==> src/rtl/outlier_reset_running_average_core_defines.svh <==
// ----------------------------------------------------------------------------
// Assertion macros for the running average core
// Shared shorthand for the concurrent checks in the RTL.
// ----------------------------------------------------------------------------
`ifndef OUTLIER_RESET_RUNNING_AVERAGE_CORE_DEFINES_SVH
`define OUTLIER_RESET_RUNNING_AVERAGE_CORE_DEFINES_SVH

// The condition holds at every clock edge outside reset.
`define ORAA_ASSERT_ALWAYS(label, clk, rst, cond, msg) \
  label: assert property (@(posedge clk) disable iff (rst) (cond)) else $error(msg);

// When the antecedent holds, the consequent holds at the next clock edge.
`define ORAA_ASSERT_NEXT(label, clk, rst, ante, cons, msg) \
  label: assert property (@(posedge clk) disable iff (rst) (ante) |=> (cons)) else $error(msg);

`endif

==> src/rtl/oraa_pkg.sv <==
// ----------------------------------------------------------------------------
// Running average package
// Shared constants, sequencer states and control strobes.
// ----------------------------------------------------------------------------
`default_nettype none

package oraa_pkg;

  // Default widths of the datapath.
  localparam int SAMPLE_BITS_DEF = 16;
  localparam int FRAC_BITS_DEF   = 8;
  localparam int COUNT_BITS_DEF  = 16;

  // A Q12.4 sample moves to the Q12.12 average domain by this shift.
  localparam int AVG_SHIFT = 8;

  // Deviation ratio register.
  localparam int          RATIO_BITS  = 12;
  localparam logic [11:0] RATIO_RESET = 12'd51;

  // Sequencer states.
  typedef enum logic [2:0] {
    ST_IDLE,
    ST_MUL,
    ST_CMP,
    ST_DIV,
    ST_UPD,
    ST_OUT
  } state_t;

  // Strobes from the sequencer to the datapath.
  typedef struct packed {
    logic s_ready;
    logic mul;
    logic decide;
    logic update;
    logic m_valid;
  } ctrl_t;

endpackage

`default_nettype wire

==> src/rtl/oraa_div.sv <==
// ----------------------------------------------------------------------------
// Iterative divider
// Restoring unsigned division, one quotient bit per clock cycle.
// ----------------------------------------------------------------------------
`default_nettype none

module oraa_div #(
  parameter int DIVIDEND_BITS = 24,
  parameter int DIVISOR_BITS  = 16
) (
  input  wire logic                     clk,
  input  wire logic                     rst,
  input  wire logic                     start,
  input  wire logic [DIVIDEND_BITS-1:0] dividend,
  input  wire logic [DIVISOR_BITS-1:0]  divisor,
  output logic                          done,
  output logic      [DIVIDEND_BITS-1:0] quotient
);

  localparam int CNT_BITS = $clog2(DIVIDEND_BITS + 1);

  logic                     active;
  logic [CNT_BITS-1:0]      cnt;
  logic [DIVISOR_BITS-1:0]  dvsr;
  logic [DIVISOR_BITS-1:0]  rem;
  logic [DIVIDEND_BITS-1:0] quo;
  logic [DIVISOR_BITS:0]    rem_shift;
  logic [DIVISOR_BITS:0]    diff;

  // One restoring step: bring down the next dividend bit and try a subtract.
  always_comb begin
    rem_shift = {rem, quo[DIVIDEND_BITS-1]};
    diff      = rem_shift - {1'b0, dvsr};
  end

  // Step counter and done pulse.
  always_ff @(posedge clk) begin
    if (rst) begin
      active <= 1'b0;
      cnt    <= '0;
      done   <= 1'b0;
    end else begin
      done <= 1'b0;
      if (start) begin
        active <= 1'b1;
        cnt    <= CNT_BITS'(DIVIDEND_BITS);
      end else if (active) begin
        cnt <= cnt - 1'b1;
        if (cnt == CNT_BITS'(1)) begin
          active <= 1'b0;
          done   <= 1'b1;
        end
      end
    end
  end

  // Partial remainder and quotient shift register.
  always_ff @(posedge clk) begin
    if (start) begin
      rem  <= '0;
      quo  <= dividend;
      dvsr <= divisor;
    end else if (active) begin
      if (!diff[DIVISOR_BITS]) begin
        rem <= diff[DIVISOR_BITS-1:0];
        quo <= {quo[DIVIDEND_BITS-2:0], 1'b1};
      end else begin
        rem <= rem_shift[DIVISOR_BITS-1:0];
        quo <= {quo[DIVIDEND_BITS-2:0], 1'b0};
      end
    end
  end

  assign quotient = quo;

endmodule

`default_nettype wire

==> src/rtl/oraa_ctrl.sv <==
// ----------------------------------------------------------------------------
// Running average sequencer
// Steps one item through multiply and compare, then divide and update unless it restarts.
// ----------------------------------------------------------------------------
`default_nettype none

module oraa_ctrl (
  input  wire logic           clk,
  input  wire logic           rst,
  input  wire logic           s_tvalid,
  input  wire logic           m_tready,
  input  wire logic           restart,
  input  wire logic           div_done,
  output oraa_pkg::ctrl_t     ctl
);

  import oraa_pkg::*;

  state_t state;
  state_t state_next;

  // State register.
  always_ff @(posedge clk) begin
    if (rst) begin
      state <= ST_IDLE;
    end else begin
      state <= state_next;
    end
  end

  // Next state.
  always_comb begin
    state_next = state;
    case (state)
      ST_IDLE: begin
        if (s_tvalid) state_next = ST_MUL;
      end
      ST_MUL: begin
        state_next = ST_CMP;
      end
      ST_CMP: begin
        state_next = restart ? ST_OUT : ST_DIV;
      end
      ST_DIV: begin
        if (div_done) state_next = ST_UPD;
      end
      ST_UPD: begin
        state_next = ST_OUT;
      end
      ST_OUT: begin
        if (m_tready) state_next = ST_IDLE;
      end
      default: begin
        state_next = ST_IDLE;
      end
    endcase
  end

  // Strobes for the datapath.
  always_comb begin
    ctl = '0;
    case (state)
      ST_IDLE: ctl.s_ready = 1'b1;
      ST_MUL:  ctl.mul     = 1'b1;
      ST_CMP:  ctl.decide  = 1'b1;
      ST_UPD:  ctl.update  = 1'b1;
      ST_OUT:  ctl.m_valid = 1'b1;
      default: ctl = '0;
    endcase
  end

endmodule

`default_nettype wire

==> src/rtl/outlier_reset_running_average_core.sv <==
// ----------------------------------------------------------------------------
// Running average with outlier restart
// Cumulative average of distance samples that restarts on outliers.
// ----------------------------------------------------------------------------
// Each input item is one Q12.4 distance sample; each result item carries the
// new Q12.12 average, the number of samples behind it and a restart flag.
// The block works on one item at a time and drops s_tready from acceptance
// until its result is taken. A restarting item (zero average or a deviation
// above deviation_ratio times the average) goes through the multiply and
// compare states to its result; an updating item also passes through the
// divide and update states and waits on the restoring divider, which produces
// one quotient bit of the (SAMPLE_BITS + 8)-bit step per cycle. The sequencer
// returns to its idle state after a result is taken, before the next item.
`default_nettype none

`include "outlier_reset_running_average_core_defines.svh"

module outlier_reset_running_average_core #(
  parameter int SAMPLE_BITS = oraa_pkg::SAMPLE_BITS_DEF,
  parameter int FRAC_BITS   = oraa_pkg::FRAC_BITS_DEF,
  parameter int COUNT_BITS  = oraa_pkg::COUNT_BITS_DEF
) (
  input  wire logic                                         clk,
  input  wire logic                                         rst,
  // Configuration: deviation_ratio, Q4.8 of the average.
  input  wire logic                                         cfg_we,
  input  wire logic [oraa_pkg::RATIO_BITS-1:0]              cfg_wdata,
  // Input items. tdata: sample.
  input  wire logic                                         s_tvalid,
  output logic                                              s_tready,
  input  wire logic [((SAMPLE_BITS+7)/8)*8-1:0]             s_tdata,
  // Result items. tdata: average, sample_count. tuser: restarted.
  output logic                                              m_tvalid,
  input  wire logic                                         m_tready,
  output logic [((SAMPLE_BITS+oraa_pkg::AVG_SHIFT+COUNT_BITS+7)/8)*8-1:0] m_tdata,
  output logic                                              m_tuser
);

  import oraa_pkg::*;

  localparam int AVG_BITS   = SAMPLE_BITS + AVG_SHIFT;
  localparam int LHS_BITS   = AVG_BITS + FRAC_BITS;
  localparam int PROD_BITS  = AVG_BITS + RATIO_BITS;
  localparam int CMP_BITS   = (LHS_BITS > PROD_BITS) ? LHS_BITS : PROD_BITS;

  ctrl_t                  ctl;
  logic [RATIO_BITS-1:0]  ratio;
  logic [AVG_BITS-1:0]    avg;
  logic [COUNT_BITS-1:0]  count;
  logic                   restarted;
  logic [AVG_BITS-1:0]    s_ext;
  logic [AVG_BITS-1:0]    mag;
  logic                   up;
  logic [LHS_BITS-1:0]    lhs;
  logic [PROD_BITS-1:0]   prod;
  logic [AVG_BITS-1:0]    sample_q;
  logic                   restart_now;
  logic [COUNT_BITS-1:0]  n_next;
  logic                   div_done;
  logic [AVG_BITS-1:0]    quotient;

  // Sequencer.
  oraa_ctrl u_ctrl (
    .clk      (clk),
    .rst      (rst),
    .s_tvalid (s_tvalid),
    .m_tready (m_tready),
    .restart  (restart_now),
    .div_done (div_done),
    .ctl      (ctl)
  );

  assign s_tready = ctl.s_ready;
  assign m_tvalid = ctl.m_valid;

  // Deviation ratio register.
  always_ff @(posedge clk) begin
    if (rst) begin
      ratio <= RATIO_RESET;
    end else if (cfg_we) begin
      ratio <= cfg_wdata;
    end
  end

  // Sample moved into the average domain.
  assign s_ext = {s_tdata[SAMPLE_BITS-1:0], {AVG_SHIFT{1'b0}}};

  // Capture the sample and its distance from the average on acceptance.
  always_ff @(posedge clk) begin
    if (s_tvalid && ctl.s_ready) begin
      sample_q <= s_ext;
      up       <= (s_ext >= avg);
      mag      <= (s_ext >= avg) ? (s_ext - avg) : (avg - s_ext);
    end
  end

  // Threshold product and scaled deviation.
  always_ff @(posedge clk) begin
    if (ctl.mul) begin
      prod <= PROD_BITS'(ratio) * PROD_BITS'(avg);
      lhs  <= LHS_BITS'(mag) << FRAC_BITS;
    end
  end

  // Outlier test and the divisor for an ordinary update.
  assign restart_now = (avg == '0) || (CMP_BITS'(lhs) > CMP_BITS'(prod));
  assign n_next      = (count == '1) ? count : count + 1'b1;

  // Divider for the averaging step.
  oraa_div #(
    .DIVIDEND_BITS (AVG_BITS),
    .DIVISOR_BITS  (COUNT_BITS)
  ) u_div (
    .clk      (clk),
    .rst      (rst),
    .start    (ctl.decide && !restart_now),
    .dividend (mag),
    .divisor  (n_next),
    .done     (div_done),
    .quotient (quotient)
  );

  // Running average and count.
  always_ff @(posedge clk) begin
    if (rst) begin
      avg   <= '0;
      count <= '0;
    end else if (ctl.decide) begin
      if (restart_now) begin
        avg   <= sample_q;
        count <= COUNT_BITS'(1);
      end else begin
        count <= n_next;
      end
    end else if (ctl.update) begin
      avg <= up ? (avg + quotient) : (avg - quotient);
    end
  end

  // Restart flag of the current result.
  always_ff @(posedge clk) begin
    if (ctl.decide) begin
      restarted <= restart_now;
    end
  end

  // Result packing: average in the low bits, then the count.
  always_comb begin
    m_tdata                          = '0;
    m_tdata[AVG_BITS-1:0]            = avg;
    m_tdata[AVG_BITS +: COUNT_BITS]  = count;
  end

  assign m_tuser = restarted;

  // A result always counts at least one sample.
  `ORAA_ASSERT_ALWAYS(a_count_nonzero, clk, rst, !m_tvalid || (count != '0), "result with zero sample count")

  // A restarted average holds exactly one sample.
  `ORAA_ASSERT_ALWAYS(a_restart_count, clk, rst, !(m_tvalid && m_tuser) || (count == COUNT_BITS'(1)), "restart without count of one")

  // The block never takes an item while a result is pending.
  `ORAA_ASSERT_ALWAYS(a_one_item, clk, rst, !(s_tready && m_tvalid), "input ready while result pending")

  // After an item is accepted the input side closes.
  `ORAA_ASSERT_NEXT(a_busy_after_accept, clk, rst, s_tvalid && s_tready, !s_tready, "ready stayed high after accept")

endmodule

`default_nettype wire
==> config.mk <==
export PLATFORM = sky130hd
export DESIGN_NAME = outlier_reset_running_average_core
export DESIGN_NICKNAME = d
export VERILOG_FILES = /design/src/rtl/oraa_pkg.sv /design/src/rtl/oraa_div.sv /design/src/rtl/oraa_ctrl.sv /design/src/rtl/outlier_reset_running_average_core.sv
export VERILOG_INCLUDE_DIRS = /design/src /design/src/rtl
export SDC_FILE = /design/constraint.sdc
export NUM_CORES = 1
export LEC_CHECK = 0
export BUFFER_PORTS_ARGS = -buffer_cell sky130_fd_sc_hd__buf_2
export CORE_AREA = 2 2 187 189
export CTS_CLUSTER_SIZE = 12
export DETAILED_ROUTE_END_ITERATION = 8
export DIE_AREA = 0 0 189 191
export PLACE_DENSITY = 0.82
export SLEW_MARGIN = 20
export SYNTH_ARGS = -nofsm -noshare
export SYNTH_HDL_FRONTEND = slang
export SYNTH_SLANG_ARGS = --single-unit
==> constraint.sdc <==
create_clock -name clk -period 8.35 [get_ports clk]
set_clock_uncertainty 0.15 [all_clocks]
set_input_delay 1.67 -clock clk [delete_from_list [all_inputs] [get_ports clk]]
set_output_delay 1.67 -clock clk [all_outputs]
set_load 0.01 [all_outputs]
# Word-level counts from Yosys, hierarchy flattened
# Cells that the tools add are included.
[totals] out_inout_bits=43 elab_cells=78 inputBits=33 ff_bits=220
[classes] n_lt_le_gt_ge=2 n_reduce_logical=12 addsub=7 muxes=27 n_mul=1 n_eq_ne=11 bitwise_logic=1
[op_table] cell="two-way mux 24 bit" count=7
[op_table] cell="subtractor 24 bit" count=3
[op_table] cell="two-way mux 16 bit" count=3
[op_table] cell="> comparator 32 x 36 -> 1 bit" count=1
[op_table] cell="multiplier 12 x 24 -> 36 bit" count=1
[op_table] cell="adder 24 bit" count=1
[op_table] cell=">= comparator 24 bit" count=1
[op_table] cell="zero test 24 bit" count=1
[op_table] cell="one-hot mux 3 bit (6 select lines)" count=1
[op_table] cell="subtractor 17 x 16 -> 17 bit" count=1
[op_table] cell="adder 16 x 1 -> 16 bit, second input constant" count=1
[op_table] cell="equality test 16 bit, second input constant" count=1
[op_table] cell="two-way mux 3 bit" count=4
[op_table] cell="two-way mux 1 bit" count=10
[op_table] cell="two-way mux 5 bit" count=2
[op_table] cell="equality test 3 x 2 -> 1 bit, second input constant" count=2
[op_table] cell="equality test 3 bit, second input constant" count=2
[op_table] cell="equality test 5 x 1 -> 1 bit, second input constant" count=1
[op_table] cell="subtractor 5 x 1 -> 5 bit, second input constant" count=1
[op_table] cell="inequality test 2 x 1 -> 1 bit, second input constant" count=2
[op_table] cell="inequality test 2 bit, second input constant" count=2
[op_table] cell="nonzero test 2 bit" count=2
[op_table] cell="equality test 3 x 1 -> 1 bit, second input constant" count=1
[op_table] cell="zero test 3 bit" count=1
[op_table] cell="other kinds (8)" count=9

# Depth between registers and ports, before layout
# Gate-level depths: netlist (run 1).
[logic_depth] ltp_word=5 ltp_mapped=23 depth_no_buf=21

# Cells and area by module
# From an unflattened synthesis (run 1), not the netlist that was laid out.
[unflattened] cells_unflattened=2399 area_unflattened_um2=22235.1
[modules_own_cells] mod="outlier_reset_running_average_core" area_per_inst_um2=18290.0 cells_per_inst=2021 instances=1 seq_area_each_um2=4103.9
[modules_own_cells] mod="oraa_div" area_per_inst_um2=3729.8 cells_per_inst=350 instances=1 seq_area_each_um2=1661.6
[modules_own_cells] mod="oraa_ctrl" area_per_inst_um2=215.2 cells_per_inst=28 instances=1 seq_area_each_um2=60.1

# Least setup slack after synthesis (run 1)
# No wires, ideal clock.
[synth_path] kind="flip-flop to flip-flop" start="register avg[7]" end="register prod[34], data pin" t_arrival_ns=5.486 slack_ns=2.457 setup_ns=0.258 path_buffers=2 path_stages_with_launch=21 t_required_ns=7.942 cell_sequence="dfxtp_1 clkbuf_1 clkbuf_1 nand2_1 fa_1 fa_1 fa_1 inv_1 fa_1 inv_1 fa_1 inv_1 ha_1 or3_1 o211ai_1 a21oi_1 o41ai_1 o21ai_0 a211o_1 a21oi_1 xnor2_1"
[synth_via] elab_chain_len=1
[synth_rtl] item="start: declaration" line="outlier_reset_running_average_core.sv:48" text="logic [AVG_BITS-1:0] avg;"
[synth_rtl] item="start signal: assignment" line="outlier_reset_running_average_core.sv:130" text="avg <= sample_q;"
[synth_rtl] item="start signal: assignment" line="outlier_reset_running_average_core.sv:136" text="avg <= up ? (avg + quotient) : (avg - quotient);"
[synth_rtl] item="multiplier 12 x 24 -> 36 bit" line="outlier_reset_running_average_core.sv:100" text="prod <= PROD_BITS'(ratio) * PROD_BITS'(avg);"
[synth_rtl] item="end signal: assignment" line="outlier_reset_running_average_core.sv:100"
[synth_rtl] item="end: declaration" line="outlier_reset_running_average_core.sv:55" text="logic [PROD_BITS-1:0] prod;"
# No other way between the ends.
# A chain may end at the register's enable or synchronous reset.

# Worst setup path in the final report (run 1)
[layout_path] start="register ratio[4]" end="register prod[34], data pin"
[layout_via] elab_chain_len=1
[layout_rtl] item="start: declaration" line="outlier_reset_running_average_core.sv:47" text="logic [RATIO_BITS-1:0] ratio;"
[layout_rtl] item="start signal: assignment" line="outlier_reset_running_average_core.sv:81" text="ratio <= cfg_wdata;"
[layout_rtl] item="multiplier 12 x 24 -> 36 bit" line="outlier_reset_running_average_core.sv:100"
# No other way between the ends.

==> results of run 1 <==
worst register-to-register path: cells and delay by family (launching register included):
family | cells | cell delay [ps]
compound gates | 7 | 1980
xor+xnor | 1 | 80
fa+ha+maj | 6 | 2750
buf+inv | 3 | 180
flops | 1 | 890
simple gates | 2 | 550
worst paths after layout:
kind | start | end | slack (ps) | depth (start not counted)
worst max-delay path | ratio[4] | prod[34] | 1510 | 19
worst min-delay path | mag[3] | lhs[11] | 310 | 0
worst max register to register | ratio[4] | prod[34] | 1510 | 19
worst min register to register | mag[3] | lhs[11] | 310 | 0
flip-flops by register name (all words and copies together), names as in the netlist:
signal,count
mag,24
u_div.rem,16
u_div.active,1
lhs,24
u_ctrl.state,3
u_div.dvsr,16
u_div.cnt,5
count,16
u_div.done,1
u_div.quotient,24
ratio,12
sample_q,16
prod,36
up,1
avg,24
m_tuser,1
cells by family (layout without fill, tap and decap cells):
family                   Yosys count  after routing  share of synthesized area [%]
buffers and inverters            496            540                           8.64
multiplexers                      32             32                           1.50
AO/OA/AOI/OAI                    406            406                           11.8
flip-flops                       220            220                           26.7
AND/OR/NAND/NOR                  765            765                           16.2
other                              0              1                              0
adder cells (fa/ha/maj)          395            395                           30.3
XOR/XNOR                         120            120                           4.81
per-layer routing:
| metal | vias up | share of wire [%] | track usage [%] |
|---|---|---|---|
| li1 | 7997 | - | - |
| met1 | 8476 | 40 | 41.3 |
| met2 | 816 | 48 | 54.5 |
| met3 | 145 | 8.8 | 4.63 |
| met4 | 2 | 3.5 | 11.7 |
| met5 | - | 0.014 | 0 |
power groups by stage:
| stage | Sequential (uW) | Clock (uW) | Combinational (uW) |
|---|---|---|---|
| after global routing | 2240 | 1250 | 4600 |
| final | 2200 | 1210 | 4120 |
| after CTS | 2190 | 1210 | 4070 |
| after global placement | 2180 | 0 | 3860 |
| after detailed placement | 2200 | 0 | 4030 |
| after floorplan | 2000 | 0 | 3170 |
placed cells by master, fill, tap and decap left out, types with 6 or more instances in the layout:
cell type and instances:
a31oi_1 18, a2bb2oi_1 7, a311oi_1 9, nor3_1 27
nor2b_1 24, dfxtp_1 77, xor2_1 52, nand4_1 15
nand2_1 366, a21boi_0 6, xnor2_1 68, nand2b_1 14
nand3b_1 6, o21bai_1 11, clkbuf_16 27, clkbuf_1 7
a21o_1 60, a211oi_1 20, or3_1 10, and3_1 12
o21a_1 11, nand3_1 31, buf_2 75, ha_1 172
buf_4 29, mux2i_1 27, a21oi_1 130, inv_1 387
and2_1 88, o31ai_1 7, o211ai_1 9, a211o_1 8
o21ai_0 73, edfxtp_1 142, nor4_1 17, fa_1 223
nor2_1 126
through the flow:
stage               area, um^2  setup WS (ps)  hold WS [ps]  instances  power [uW]
global placement         22600           1770           282       2885        6040
floorplan                21800           2460           276       2434        5170
CTS                      23500           1550           306       2933        7480
finish                   23500           1510           307       2934        7530
detailed placement       22600           1580           294       2885        6230
global route             23500           1230           320       2933        8100
area by class of cell:
class,instances,share of cell area (%)
tap,455,2.42
antenna,1,0.0107
timing repair buffer,104,2.52
clock buffer,39,3.28
multi-input combinational,1718,60.2
inverter,388,6.20
sequential,220,24.8
clock inverter,9,0.554
==> flow_metrics.tcl, run 1 <==
set metrics [dict create \
    p_leak_uw 0.0112 \
    core-area_um2 34100 \
    netlist_area_um2 21800 \
    multi_input_area_um2 14100 \
    vias 17436 \
    rows 68 \
    drt_wl_total_um 56500 \
    cts_sinks 220 \
    worstPathRequired_ps 8500 \
    cpMostUsedCell "fa_1" \
    synth.net_count 2862 \
    die_x_um 189 \
    drt-wirelength-per-cell_um 19.2 \
    ys_ff_latch 220 \
    drive_gt1_share_pct 6.94 \
    clkTransAtPathRegs_ps 60 \
    p_sw_uw 3420 \
    yosysUniqueCellTypes 70 \
    status "complete, no violations" \
    cts_buffers 26 \
    power_frac_comb_pct 54.7 \
    start_util_pct 64.0 \
    switching_share_pct 45.4 \
    antenna_found_initial 2 \
    crit_buf_inv 3 \
    synth_largest_area_cell "fa_1" \
    hold_viol 0 \
    min_period_over_period_pct 81.9 \
    ys_warn_count 0 \
    syn_inst 2434 \
    drc 0 \
    grt_pass1_wl_um 91300 \
    crit_path_max_incr_delay_ps 890 \
    cp_slowest_cell "dfxtp_1" \
    power_frac_clock_pct 16.0 \
    pwr-share-seq_pct 29.3 \
    worstPathMaxFanout 25 \
    path_cells "nand2_1 > fa_1 > fa_1 > inv_1 > fa_1 > fa_1 > inv_1 > fa_1 > inv_1 > ha_1 > a21o_1 > or3_1 > o211ai_1 > a21oi_1 > o41ai_1 > o21ai_0 > a211o_1 > a21oi_1 > xnor2_1" \
    tritoncts "built" \
    cp-start-kind "flip-flop" \
    drv_slew 0 \
    power_density_nw_per_um2 321 \
    place_congestion 0.921 \
    utilization_pct 68.8 \
    synth_area_per_cell_um2 8.97 \
    slew-limit-headroom_pct 31.1 \
    final-setup-viol-count 0 \
    tightest_slew_ps 1030 \
    synthFlopType "edfxtp_1" \
    max_cap_violations 0 \
    p_int_uw 4110 \
    grt_use_total_pct 31.9 \
    clock_latency_ps 560 \
    register_area_um2 5830 \
    rsz0062_at_grt "false" \
    hold_buffers 0 \
    post_cts_resized 0 \
    chipHeight_um 191 \
    crit_path_end_kind "flip-flop" \
    grt_pass1_vias 17979 \
    cts_setup_buffers 0 \
    vias_per_cell 5.94 \
    cts-htree-levels 1 \
    cp_top_family "adder cells" \
    io_buffers 75 \
    cts_root_buf "clkbuf_16" \
    synth_edf_count 142 \
    ioPinCount 76 \
    fmax_mhz 146 \
    area_growth_pct 7.53 \
    worstSetupPathType "flip-flop to flip-flop" \
    fillers 2638 \
    clk_path_buf_depth 3 \
    fin_nets 2886 \
    yosysSeqAreaShare_pct 26.7 \
    drt-initial-drc-count 1559 \
    hold_class "flip-flop to flip-flop" \
    finalSetupTns_ps 0 \
    dp_hpwl_um 41600 \
    ant_nets 0 \
    peakVddDrop_mv 0.267 \
    synthArstFlopShare_pct 0 \
    synthTopCellsByArea "fa_1 20%, edfxtp_1 20%, ha_1 9.9%, dfxtp_1 7.1%, inv_1 6.7%" \
    grt_overflow 0 \
    dieArea_um2 36100 \
    synth_most_common_cell "inv_1" \
    min_period_ps 6840 \
    synthTopCellsByCount "388 x inv_1, 366 x nand2_1, 223 x fa_1, 172 x ha_1, 142 x edfxtp_1" \
    grt_max_degree 63 \
    worstPathArrival_ps 6990 \
    firstDrtPassIters 5 \
    synth_top_area_share_pct 20.4 \
]
No activity file was read; power rests on OpenSTA's default activity.
==> inputs of run 2 (changes only) <==
clock period = 6.7 ns   (was 8.35 ns; I/O delays follow)
==> run 2 against run 1 <==
  * First-iteration DRC count fell by 16%
  * Sequential power is 24% higher
  * Maximum frequency rose by 5.8%
  * Clock power grew 26%
  * Register-to-register slack got worse by 1300 ps
==> flow_metrics.tcl, run 2 (same netlist as run 1, synthesis figures left out) <==
set metrics [dict create \
    status "complete, no violations" \
    worstPathMaxFanout 14 \
    dp_hpwl_um 43100 \
    min_period_ps 6460 \
    rsz0062_at_grt "false" \
    drv_slew 0 \
    cts_root_buf "clkbuf_16" \
    worstSetupPathType "flip-flop to flip-flop" \
    tritoncts "built" \
    place_congestion 0.957 \
    cts_sinks 220 \
    fin_nets 2912 \
    worstPathArrival_ps 6600 \
    slew-limit-headroom_pct 27.5 \
    layout_common_cells "387 x inv_1, 366 x nand2_1, 223 x fa_1, 172 x ha_1, 142 x edfxtp_1" \
    crit_path_end_kind "flip-flop" \
    firstDrtPassIters 6 \
    max_cap_violations 0 \
    utilization_pct 69.5 \
    peakVddDrop_mv 0.425 \
    drive_gt1_share_pct 8.07 \
    design_area_um2 23700 \
    vias_per_cell 5.92 \
    top_register "prod" \
    start_util_pct 64.0 \
    fmax_mhz 155 \
    cp-start-kind "flip-flop" \
    dieArea_um2 36100 \
    grt_overflow 0 \
    ant_nets 0 \
    hold_class "flip-flop to flip-flop" \
    antenna_found_initial 1 \
    clkTransAtPathRegs_ps 60 \
    vias 17505 \
    grt_use_total_pct 31.9 \
    io_buffers 75 \
    rows 68 \
    n_antenna_cell 0 \
    grt_pass1_vias 18020 \
    clock_latency_ps 550 \
    cts_buffers 26 \
    finalSetupTns_ps 0 \
    drt_wl_total_um 56300 \
    drt-wirelength-per-cell_um 19.0 \
    cts_setup_buffers 0 \
    design_power_total_uw 9420 \
    core-area_um2 34100 \
    final-setup-viol-count 0 \
    dp_slack_ps 254 \
    layout_setup_ws_ps 240 \
    power_density_nw_per_um2 397 \
    p_leak_uw 0.0114 \
    grt_pass1_wl_um 91400 \
    ioPinCount 76 \
    layout_commonest_cell "inv_1" \
    grt_max_degree 61 \
    area_growth_pct 8.59 \
    min_period_over_period_pct 96.4 \
    chipHeight_um 191 \
    drt-initial-drc-count 1303 \
    worstPathRequired_ps 6840 \
    dpl_cell_area_um2 22800 \
    tightest_slew_ps 1090 \
    die_x_um 189 \
    drc 0 \
    cts-htree-levels 1 \
    hold_viol 0 \
    clk_path_buf_depth 3 \
    post_cts_resized 0 \
    largest_register_ffs 36 \
    hold_buffers 0 \
]
## run 2: power by group
group | leakage [uW] | switching (uW) | total (uW) | internal [uW]
Sequential | 0.00198 | 518 | 2720 | 2200
Combinational | 0.00897 | 3130 | 5180 | 2050
Clock | 0.000441 | 600 | 1520 | 919
## run 2: worst paths after layout
| path | from | endpoint | slack, ps | cells after the start |
|---|---|---|---|---|
| max | avg[15] | prod[32] | 240 | 19 |
| min | mag[2] | lhs[10] | 300 | 0 |
| max reg2reg | avg[15] | prod[32] | 240 | 19 |
| min reg2reg | mag[2] | lhs[10] | 300 | 0 |
## run 2: final cells by class
cell class,count,area (um^2)
multi-input combinational,1718,14200
fill,2630,10400
sequential,220,5830
inverter,388,1460
timing repair buffer,130,801
clock buffer,37,732
tap,455,569
clock inverter,11,178
## run 2: worst max-delay path, stage by stage (launching register included)
cell	delay [ps]
dfxtp_1	840
nand2_1	180
fa_1	580
inv_1	50
fa_1	440
fa_1	490
fa_1	550
inv_1	50
fa_1	470
inv_1	40
ha_1	400
inv_1	90
o31ai_1	430
o21ai_0	160
a21oi_1	330
o41ai_2	140
o21ai_0	370
a31o_2	220
a21oi_1	80
xnor2_1	130
## run 2: layer usage
| metal | GRT usage (%) | vias up | part of all wire, % |
|---|---|---|---|
| met1 | 41.9 | 8538 | 41 |
| met2 | 54.2 | 796 | 47 |
| met5 | 0 | - | 0 |
| li1 | - | 8047 | - |
| met4 | 10.2 | 0 | 2.8 |
| met3 | 5.07 | 124 | 8.4 |
## run 2: metrics by stage
step | hold slack [ps] | instances
floorplan | 276 | 2434
global placement | 285 | 2911
detailed placement | 296 | 2911
CTS | 299 | 2959
global route | 314 | 2959
finish | 297 | 2959
